$ cat src/sv/deqs_pkg.sv
// ----------------------------------------------------------------------------
// deqs_pkg
// shared types, codes and defaults for the double-ended queue with search
// ----------------------------------------------------------------------------
package deqs_pkg;

  localparam int DEPTH_DEF = 16;
  localparam int WORD_W    = 32;
  localparam int KIND_W    = 3;
  localparam int STATUS_W  = 2;
  localparam int POS_W     = 4;
  localparam int OCC_W     = 5;

  localparam logic [KIND_W-1:0] KIND_PUSH_FRONT = 3'd0;
  localparam logic [KIND_W-1:0] KIND_PUSH_BACK  = 3'd1;
  localparam logic [KIND_W-1:0] KIND_DROP_FRONT = 3'd2;
  localparam logic [KIND_W-1:0] KIND_DROP_BACK  = 3'd3;
  localparam logic [KIND_W-1:0] KIND_SEARCH     = 3'd4;

  localparam logic [STATUS_W-1:0] ST_OK    = 2'd0;
  localparam logic [STATUS_W-1:0] ST_EMPTY = 2'd1;
  localparam logic [STATUS_W-1:0] ST_FULL  = 2'd2;

  typedef logic [KIND_W-1:0]          kind_t;
  typedef logic signed [WORD_W-1:0]   word_t;
  typedef logic [STATUS_W-1:0]        status_t;

  // controller to datapath
  typedef struct packed {
    logic load_in;
    logic exec;
    logic step;
    logic load_out;
  } cmd_t;

  // datapath to controller
  typedef struct packed {
    logic is_search;
    logic empty;
    logic hit;
    logic last;
  } sts_t;

endpackage

$ cat src/sv/deqs_if.sv
// ----------------------------------------------------------------------------
// deqs_in_if / deqs_out_if
// valid/ready channels for operation requests and their results
// ----------------------------------------------------------------------------
interface deqs_in_if;
  logic                 valid;
  logic                 ready;
  deqs_pkg::kind_t      kind;
  deqs_pkg::word_t      value;

  modport source (output valid, input ready, output kind, output value);
  modport sink   (input valid, output ready, input kind, input value);
endinterface

interface deqs_out_if;
  logic                               valid;
  logic                               ready;
  deqs_pkg::status_t                  status;
  logic                               found;
  logic [deqs_pkg::POS_W-1:0]         match_position;
  logic [deqs_pkg::OCC_W-1:0]         occupancy;

  modport source (output valid, input ready, output status, output found,
                  output match_position, output occupancy);
  modport sink   (input valid, output ready, input status, input found,
                  input match_position, input occupancy);
endinterface

$ cat src/sv/double_ended_queue_with_search.sv
// push, drop and unused kinds: transfer in, execute, then the result is loaded once the slot is free
// search: execute, then n entries compared (0 on an empty store, else 1 to DEPTH), then the result is loaded
// one item at a time, a new one taken only once the last result is loaded; a search compares one entry per cycle
// a new item is taken while an earlier result waits; a result waits for a free slot
// reset clears front pointer, count and handshake state; the word store is not cleared
// ----------------------------------------------------------------------------
// double_ended_queue_with_search
// bounded ring-store deque of 32-bit words with front-to-back key search
// ----------------------------------------------------------------------------
module double_ended_queue_with_search #(
  parameter int DEPTH = deqs_pkg::DEPTH_DEF
) (
  input  logic        clk,
  input  logic        rst_n,
  deqs_in_if.sink     in_if,
  deqs_out_if.source  out_if
);

  deqs_pkg::cmd_t cmd;
  deqs_pkg::sts_t sts;

  deqs_ctrl u_ctrl (
    .clk       (clk),
    .rst_n     (rst_n),
    .in_valid  (in_if.valid),
    .in_ready  (in_if.ready),
    .out_valid (out_if.valid),
    .out_ready (out_if.ready),
    .cmd       (cmd),
    .sts       (sts)
  );

  deqs_dp #(
    .DEPTH (DEPTH)
  ) u_dp (
    .clk                (clk),
    .rst_n              (rst_n),
    .cmd                (cmd),
    .sts                (sts),
    .in_kind            (in_if.kind),
    .in_value           (in_if.value),
    .out_status         (out_if.status),
    .out_found          (out_if.found),
    .out_match_position (out_if.match_position),
    .out_occupancy      (out_if.occupancy)
  );

endmodule

$ cat src/sv/deqs_ram.sv
// ----------------------------------------------------------------------------
// deqs_ram
// generic single-write single-read ram with registered read data
// ----------------------------------------------------------------------------
module deqs_ram #(
  parameter int WIDTH = deqs_pkg::WORD_W,
  parameter int DEPTH = deqs_pkg::DEPTH_DEF
) (
  input  logic                                   clk,
  input  logic                                   we,
  input  logic [(DEPTH > 1 ? $clog2(DEPTH) : 1)-1:0] waddr,
  input  logic [WIDTH-1:0]                       wdata,
  input  logic [(DEPTH > 1 ? $clog2(DEPTH) : 1)-1:0] raddr,
  output logic [WIDTH-1:0]                       rdata
);

  logic [WIDTH-1:0] mem_r [DEPTH];
  logic [WIDTH-1:0] rdata_r;

  always_ff @(posedge clk) begin
    if (we) begin
      mem_r[waddr] <= wdata;
    end
    rdata_r <= mem_r[raddr];
  end

  assign rdata = rdata_r;

endmodule

$ cat src/sv/deqs_dp.sv
// ----------------------------------------------------------------------------
// deqs_dp
// ring pointers, word store, key compare and result registers
// ----------------------------------------------------------------------------
module deqs_dp #(
  parameter int DEPTH = deqs_pkg::DEPTH_DEF
) (
  input  logic                           clk,
  input  logic                           rst_n,
  input  deqs_pkg::cmd_t                 cmd,
  output deqs_pkg::sts_t                 sts,
  input  deqs_pkg::kind_t                in_kind,
  input  deqs_pkg::word_t                in_value,
  output deqs_pkg::status_t              out_status,
  output logic                           out_found,
  output logic [deqs_pkg::POS_W-1:0]     out_match_position,
  output logic [deqs_pkg::OCC_W-1:0]     out_occupancy
);

  localparam int AW = (DEPTH > 1) ? $clog2(DEPTH) : 1;
  localparam int CW = $clog2(DEPTH + 1);

  deqs_pkg::kind_t   kind_r;
  deqs_pkg::word_t   key_r;
  logic [AW-1:0]     front_r;
  logic [CW-1:0]     count_r;
  logic [CW-1:0]     cmp_idx_r;
  deqs_pkg::status_t res_status_r;
  logic              res_found_r;
  logic [CW-1:0]     res_pos_r;
  deqs_pkg::status_t out_status_r;
  logic              out_found_r;
  logic [deqs_pkg::POS_W-1:0] out_pos_r;
  logic [deqs_pkg::OCC_W-1:0] out_occ_r;

  logic              full;
  logic              empty;
  logic [AW-1:0]     front_dec;
  logic [AW-1:0]     front_inc;
  logic [CW-1:0]     idx_inc;
  logic              ram_we;
  logic [AW-1:0]     ram_waddr;
  logic [AW-1:0]     ram_raddr;
  deqs_pkg::word_t   ram_rdata;
  logic              hit;
  logic              last;

  // front plus offset, modulo depth; offset never exceeds depth
  function automatic logic [AW-1:0] ring(input logic [AW-1:0] base,
                                         input logic [CW-1:0] off);
    logic [CW:0] sum;
    sum = (CW+1)'(base) + (CW+1)'(off);
    if (sum >= (CW+1)'(DEPTH)) begin
      sum = sum - (CW+1)'(DEPTH);
    end
    return sum[AW-1:0];
  endfunction

  assign full      = (count_r == CW'(DEPTH));
  assign empty     = (count_r == '0);
  assign front_dec = (front_r == '0) ? AW'(DEPTH - 1) : front_r - AW'(1);
  assign front_inc = (front_r == AW'(DEPTH - 1)) ? '0 : front_r + AW'(1);
  assign idx_inc   = cmp_idx_r + CW'(1);

  assign ram_we    = cmd.exec && !full &&
                     (kind_r inside {deqs_pkg::KIND_PUSH_FRONT, deqs_pkg::KIND_PUSH_BACK});
  assign ram_waddr = (kind_r == deqs_pkg::KIND_PUSH_FRONT) ? front_dec
                                                           : ring(front_r, count_r);
  assign ram_raddr = cmd.exec ? ring(front_r, '0) : ring(front_r, idx_inc);

  deqs_ram #(
    .WIDTH (deqs_pkg::WORD_W),
    .DEPTH (DEPTH)
  ) u_store (
    .clk   (clk),
    .we    (ram_we),
    .waddr (ram_waddr),
    .wdata (key_r),
    .raddr (ram_raddr),
    .rdata (ram_rdata)
  );

  assign hit  = (ram_rdata == key_r);
  assign last = (idx_inc == count_r);

  assign sts.is_search = (kind_r == deqs_pkg::KIND_SEARCH);
  assign sts.empty     = empty;
  assign sts.hit       = hit;
  assign sts.last      = last;

  always_ff @(posedge clk) begin
    if (!rst_n) begin
      front_r <= '0;
      count_r <= '0;
    end else if (cmd.exec) begin
      case (kind_r)
        deqs_pkg::KIND_PUSH_FRONT: begin
          if (!full) begin
            front_r <= front_dec;
            count_r <= count_r + CW'(1);
          end
        end
        deqs_pkg::KIND_PUSH_BACK: begin
          if (!full) begin
            count_r <= count_r + CW'(1);
          end
        end
        deqs_pkg::KIND_DROP_FRONT: begin
          if (!empty) begin
            front_r <= front_inc;
            count_r <= count_r - CW'(1);
          end
        end
        deqs_pkg::KIND_DROP_BACK: begin
          if (!empty) begin
            count_r <= count_r - CW'(1);
          end
        end
        default: begin
        end
      endcase
    end
  end

  always_ff @(posedge clk) begin
    if (cmd.load_in) begin
      kind_r <= in_kind;
      key_r  <= in_value;
    end
    if (cmd.exec) begin
      res_found_r <= 1'b0;
      res_pos_r   <= '0;
      cmp_idx_r   <= '0;
      case (kind_r)
        deqs_pkg::KIND_PUSH_FRONT,
        deqs_pkg::KIND_PUSH_BACK: begin
          res_status_r <= full ? deqs_pkg::ST_FULL : deqs_pkg::ST_OK;
        end
        deqs_pkg::KIND_DROP_FRONT,
        deqs_pkg::KIND_DROP_BACK,
        deqs_pkg::KIND_SEARCH: begin
          res_status_r <= empty ? deqs_pkg::ST_EMPTY : deqs_pkg::ST_OK;
        end
        default: begin
          res_status_r <= deqs_pkg::ST_OK;
        end
      endcase
    end
    if (cmd.step) begin
      if (hit) begin
        res_found_r <= 1'b1;
        res_pos_r   <= cmp_idx_r;
      end else if (!last) begin
        cmp_idx_r <= idx_inc;
      end
    end
    if (cmd.load_out) begin
      out_status_r <= res_status_r;
      out_found_r  <= res_found_r;
      out_pos_r    <= deqs_pkg::POS_W'(res_pos_r);
      out_occ_r    <= deqs_pkg::OCC_W'(count_r);
    end
  end

  assign out_status         = out_status_r;
  assign out_found          = out_found_r;
  assign out_match_position = out_pos_r;
  assign out_occupancy      = out_occ_r;

endmodule

$ cat src/sv/deqs_ctrl.sv
// ----------------------------------------------------------------------------
// deqs_ctrl
// sequencer for one operation at a time and the result slot handshake
// ----------------------------------------------------------------------------
module deqs_ctrl (
  input  logic           clk,
  input  logic           rst_n,
  input  logic           in_valid,
  output logic           in_ready,
  output logic           out_valid,
  input  logic           out_ready,
  output deqs_pkg::cmd_t cmd,
  input  deqs_pkg::sts_t sts
);

  localparam logic [1:0] S_IDLE = 2'd0;
  localparam logic [1:0] S_EXEC = 2'd1;
  localparam logic [1:0] S_SRCH = 2'd2;
  localparam logic [1:0] S_POST = 2'd3;

  logic [1:0] state_r;
  logic [1:0] state_nxt;
  logic       out_valid_r;
  logic       out_valid_nxt;
  logic       slot_free;

  assign slot_free = !out_valid_r || out_ready;

  always_comb begin
    state_nxt = state_r;
    cmd       = '0;
    in_ready  = 1'b0;
    case (state_r)
      S_IDLE: begin
        in_ready = 1'b1;
        if (in_valid) begin
          cmd.load_in = 1'b1;
          state_nxt   = S_EXEC;
        end
      end
      S_EXEC: begin
        cmd.exec  = 1'b1;
        state_nxt = (sts.is_search && !sts.empty) ? S_SRCH : S_POST;
      end
      S_SRCH: begin
        cmd.step = 1'b1;
        if (sts.hit || sts.last) begin
          state_nxt = S_POST;
        end
      end
      S_POST: begin
        if (slot_free) begin
          cmd.load_out = 1'b1;
          state_nxt    = S_IDLE;
        end
      end
      default: begin
        state_nxt = S_IDLE;
      end
    endcase
  end

  always_comb begin
    if (cmd.load_out) begin
      out_valid_nxt = 1'b1;
    end else if (out_ready) begin
      out_valid_nxt = 1'b0;
    end else begin
      out_valid_nxt = out_valid_r;
    end
  end

  always_ff @(posedge clk) begin
    if (!rst_n) begin
      state_r     <= S_IDLE;
      out_valid_r <= 1'b0;
    end else begin
      state_r     <= state_nxt;
      out_valid_r <= out_valid_nxt;
    end
  end

  assign out_valid = out_valid_r;

`ifndef SYNTHESIS
  a_cmd_onehot: assert property (@(posedge clk) disable iff (!rst_n)
    $onehot0(cmd))
    else $error("more than one datapath command at once");

  a_load_slot_free: assert property (@(posedge clk) disable iff (!rst_n)
    cmd.load_out |-> (!out_valid_r || out_ready))
    else $error("result loaded over an untaken result");

  a_accept_exec: assert property (@(posedge clk) disable iff (!rst_n)
    (in_valid && in_ready) |=> (state_r == S_EXEC))
    else $error("accepted item not executed next cycle");

  a_search_end: assert property (@(posedge clk) disable iff (!rst_n)
    (cmd.step && (sts.hit || sts.last)) |=> (state_r == S_POST))
    else $error("search did not stop on hit or last entry");

  a_load_valid: assert property (@(posedge clk) disable iff (!rst_n)
    cmd.load_out |=> out_valid_r)
    else $error("loaded result not presented");
`endif

endmodule
$ cat src/flat_wrapper.sv
// flat-port wrapper written by rule: the top's interface ports become plain ports
module double_ended_queue_with_search_flat 
#(
  parameter int DEPTH = deqs_pkg::DEPTH_DEF
)
  (clk, rst_n, in_if_valid, in_if_ready, in_if_kind, in_if_value, out_if_valid, out_if_ready, out_if_status, out_if_found, out_if_match_position, out_if_occupancy);
  deqs_in_if in_if_i ();
  deqs_out_if out_if_i ();
  input  logic clk;
  input  logic rst_n;
  input wire logic [$bits(in_if_i.valid)-1:0] in_if_valid;
  output wire logic [$bits(in_if_i.ready)-1:0] in_if_ready;
  input wire logic [$bits(in_if_i.kind)-1:0] in_if_kind;
  input wire logic [$bits(in_if_i.value)-1:0] in_if_value;
  output wire logic [$bits(out_if_i.valid)-1:0] out_if_valid;
  input wire logic [$bits(out_if_i.ready)-1:0] out_if_ready;
  output wire logic [$bits(out_if_i.status)-1:0] out_if_status;
  output wire logic [$bits(out_if_i.found)-1:0] out_if_found;
  output wire logic [$bits(out_if_i.match_position)-1:0] out_if_match_position;
  output wire logic [$bits(out_if_i.occupancy)-1:0] out_if_occupancy;
  assign in_if_i.valid = in_if_valid;
  assign in_if_ready = in_if_i.ready;
  assign in_if_i.kind = in_if_kind;
  assign in_if_i.value = in_if_value;
  assign out_if_valid = out_if_i.valid;
  assign out_if_i.ready = out_if_ready;
  assign out_if_status = out_if_i.status;
  assign out_if_found = out_if_i.found;
  assign out_if_match_position = out_if_i.match_position;
  assign out_if_occupancy = out_if_i.occupancy;
  double_ended_queue_with_search #(.DEPTH(DEPTH)) u_core (.clk(clk), .rst_n(rst_n), .in_if(in_if_i), .out_if(out_if_i));
endmodule
$ cat config.mk
export PLATFORM = sky130hd
export DESIGN_NAME = double_ended_queue_with_search_flat
export DESIGN_NICKNAME = d
export VERILOG_FILES = /design/src/sv/deqs_pkg.sv /design/src/sv/deqs_if.sv /design/src/sv/double_ended_queue_with_search.sv /design/src/sv/deqs_ram.sv /design/src/sv/deqs_dp.sv /design/src/sv/deqs_ctrl.sv /design/src/flat_wrapper.sv
export SDC_FILE = /design/constraint.sdc
export NUM_CORES = 1
export LEC_CHECK = 0
export BUFFER_PORTS_ARGS = -buffer_cell sky130_fd_sc_hd__buf_2
export CAP_MARGIN = 20
export CORE_ASPECT_RATIO = 0.6
export CORE_UTILIZATION = 50
export DETAILED_ROUTE_END_ITERATION = 12
export PLACE_DENSITY = 0.66
export RECOVER_POWER = 25
export SLEW_MARGIN = 40
export SYNTH_ARGS = -nofsm -noshare
export SYNTH_HDL_FRONTEND = slang
export SYNTH_HIERARCHICAL = 1
export SYNTH_SLANG_ARGS = --single-unit
$ cat constraint.sdc
create_clock -name clk -period 6.75 [get_ports clk]
set_input_delay 1.0125 -clock clk [delete_from_list [all_inputs] [get_ports clk]]
set_output_delay 1.0125 -clock clk [all_outputs]
set_load 0.02 [all_outputs]
==> metrics <==
total congestion overflow=0; first-pass GRT wire length=between 70000 and 80000 um; Logic pwr share=about 27%; Die H=between 150 and 200 um; Worst-path clk slew=about 0.06 ns; vias in the first global route=roughly 11000; # fillers=3464; Final nets=1267; Hold Path End=u_core/u_dp/out_match_position[2]$_DFFE_PP_; Hold Vio Cnt, Final=0; top post-synthesis cells by area=edfxtp_1 (72%), mux4_2 (12%), dfxtp_1 (4.6%); Inserted Clock Buffers=between 50 and 60; final setup TNS=0 ns; Pins Over Slew Limit=0; max_cap viols=0; worst slew pin tran=slightly above 0.8 ns; worst reg2reg path depth=7; relative max-transition margin=between 40 and 50%; crit-path max cell delay=a little under 0.7 ns; crit path kind=register to register; clock buffer depth=3; Ys Warns=6; FP Rows=about 60; Clock Power Share=28.4%; crit path capture type=register; Die Wd=~280 um; RSZ-0062 raised after global routing=false; most common cell after layout, fill and taps aside=edfxtp_1; CP Launch Type=register; Tmin final=about 3.7 ns; H-Tree Depth=2; R2R Path End=u_core/u_dp/u_store/mem_r[10][27]$_DFFE_PP_; reg-to-reg startpoint=u_core/u_dp/front_r[0]$_SDFFE_PN0P_; Synth Area per Inst=just over 20 um2; Worst VDD drop=a little under 400 uV; Required @ worst endpoint=approximately 7.0 ns; CTS Sinks=~620; Final setup viols=0; pin count of the biggest net entering global routing=between 70 and 80; worst skew pair latency=approximately 0.60 ns; Tcrit/Tclk final=55.20%; ys async rst share=0%; area delta synth->final=12.50%; worst-path cell chain=ha_1 > inv_1 > fa_1 > mux2i_1 > nand2b_1 > nor2_4 > buf_4; R2R Setup Slk=a little over 3 ns; initial antenna violation count=2; area leader, netlist=edfxtp_1; dpl hpwl=about 26000 um; post-synthesis register bit count=roughly 600; slowest CP cell=nor2_4; hold_ws=roughly 0.43 ns; core area=roughly 46000 um2; Leakage=approximately 8.5 nW; via count=~11000; Seq pwr share=about 45%; Starting Density=between 50% and 60%; most frequent cells in the layout=edfxtp_1 (561), mux4_2 (128), a22oi_1 (64); netlist area before placement=roughly 23000 um2; syn nets=approximately 1200; Die ar.=47760 um2; Synth Flop Type=edfxtp_1; post-layout util=approximately 57%; sw frac=around 29%; DR WL/cell=about 27 um; DR iter-0 viols=1206; IO Pins=53; Routed WL=between 50000 and 60000 um; TritonCTS clock tree=built; number of enable flip-flop cells after synthesis=about 560; P_int=between 7 and 8 mW; Hold/Removal Path Class=register to register; Buffers on Ports=52; number of routed nets with antenna violations=0; Hold Buf Count CTS=0; 1st-pass router iterations=7; Post-CTS Resized=0; status=completed; Setup Fix Bufs, Post-CTS=0; post-DR vias/cell=5.947; Max Clk Rate=0.2684 GHz; total track usage=about 22%; clk root buf=clkbuf_16; layout cells sized above 1=25.56%; hold depth=0; Worst EP arrival=just under 4 ns; Final Wtd Congestion=approximately 0.80; hold_sp=u_core/u_dp/res_pos_r[2]$_DFF_P_; pwr dens=412.7 nW/um2; post-synth top area share=a little under three quarters; Residual DRC=0; Seq/Total Area, Yosys=approximately three quarters; Netlist cell types=55; Psw=3.151 mW; critical path fanouts, max=18; Worst Skew=~0.019 ns; Post-Synthesis Cells=between 1000 and 1500
## per-layer routing
layer / share of wire [%] / GRT usage [%] / vias up
li1: - / - / 4768
met5: 0 / 0 / -
met4: 1.9 / 4.820 / 0
met3: 7.8 / 4.281 / 76
met2: 45 / 32.28 / 438
met1: 45 / 32.99 / 5922
## power groups by stage
stage	Clock [mW]	Combinational (mW)	Sequential, mW
3_3_place_gp	0	2.93	4.92
3_5_place_dp	0	2.95	4.94
4_1_cts	3.15	2.96	4.86
6_report	3.09	2.93	4.86
2_1_floorplan	0	2.28	4.84
5_1_grt	3.30	3.15	4.90
## logic make-up (layout without fill, tap and decap cells)
family | after synthesis | after routing | share of synthesized area (%)
xor+xnor | 53 | 53 | 2.013
other cells | 0 | 2 | 0
mux | 143 | 143 | 13.00
fa+ha+maj | 19 | 19 | 1.111
flops | 615 | 615 | 76.51
simple gates | 127 | 127 | 2.836
buf+inv | 67 | 190 | 1.330
compound gates | 105 | 105 | 3.199
## critical path, delay by kind of cell, from the launching register on
kind / cells / cell delay [ns]
and+or+nand+nor: 2 / 1.06
muxes: 1 / 0.50
adders and majority gates: 2 / 0.70
buffers and inverters: 2 / 0.53
DFF: 1 / 0.58
## cell usage after synthesis (8+ instances only)
cell type  number
xor2_1         38
buf_1          10
xnor2_1        14
nor2_1         26
buf_4          13
inv_1          14
nor4_1          9
mux2i_1         8
clkbuf_1       21
a22oi_1        64
a21oi_1         9
buf_2           9
nand2_1        40
dfxtp_1        54
edfxtp_1      561
nor2b_1        12
ha_1           16
mux4_2        128
## cell type report
type	instances	area [um2]	share of cell area, %
diodes	2	5.005	0.01899
clock buffers	72	1458	5.530
clock inverters	26	302.8	1.149
inverters	14	52.55	0.1994
multi-input cells	447	5361	20.34
flip-flops and latches	615	17930	68.01
well taps	630	788.3	2.990
repair buffers	78	464.2	1.761
## metrics by stage
stage               setup WS (ns)  cells  instance area (um2)  power [mW]
floorplan                   2.093   1129                23430       7.117
global placement            3.133   1784                24580       7.856
detailed placement          3.055   1784                24600       7.894
CTS                         3.036   1882                26360       10.98
global route                2.797   1883                26360       11.35
finish                      3.024   1884                26360       10.88
## how the worst max path moves through the flow
stage / start / endpoint / cells past startpoint
after floorplan: u_core/u_dp/front_r[1]$_SDFFE_PN0P_ / u_core/u_dp/u_store/mem_r[0][0]$_DFFE_PP_ / 8
after global placement: u_core/u_dp/front_r[0]$_SDFFE_PN0P_ / u_core/u_dp/u_store/mem_r[10][18]$_DFFE_PP_ / 7
after detailed placement: u_core/u_dp/front_r[0]$_SDFFE_PN0P_ / u_core/u_dp/u_store/mem_r[11][14]$_DFFE_PP_ / 7
after CTS: u_core/u_dp/front_r[0]$_SDFFE_PN0P_ / u_core/u_dp/u_store/mem_r[11][27]$_DFFE_PP_ / 7
after global routing: u_core/u_dp/front_r[0]$_SDFFE_PN0P_ / u_core/u_dp/u_store/mem_r[11][27]$_DFFE_PP_ / 7
final: u_core/u_dp/front_r[0]$_SDFFE_PN0P_ / u_core/u_dp/u_store/mem_r[10][27]$_DFFE_PP_ / 7
## state kept, by name, indices dropped and copies added, names as in the netlist, 2 cells and up
name	flops
u_core/u_ctrl/state_r	2
u_core/u_dp/cmp_idx_r	5
u_core/u_dp/count_r	5
u_core/u_dp/front_r	4
u_core/u_dp/key_r	32
u_core/u_dp/kind_r	3
u_core/u_dp/out_match_position	4
u_core/u_dp/out_occupancy	5
u_core/u_dp/out_status	2
u_core/u_dp/res_pos_r	4
u_core/u_dp/res_status_r	2
u_core/u_dp/u_store/mem_r	512
u_core/u_dp/u_store/rdata	32
Note: power is estimated with default switching activity, not from simulation.
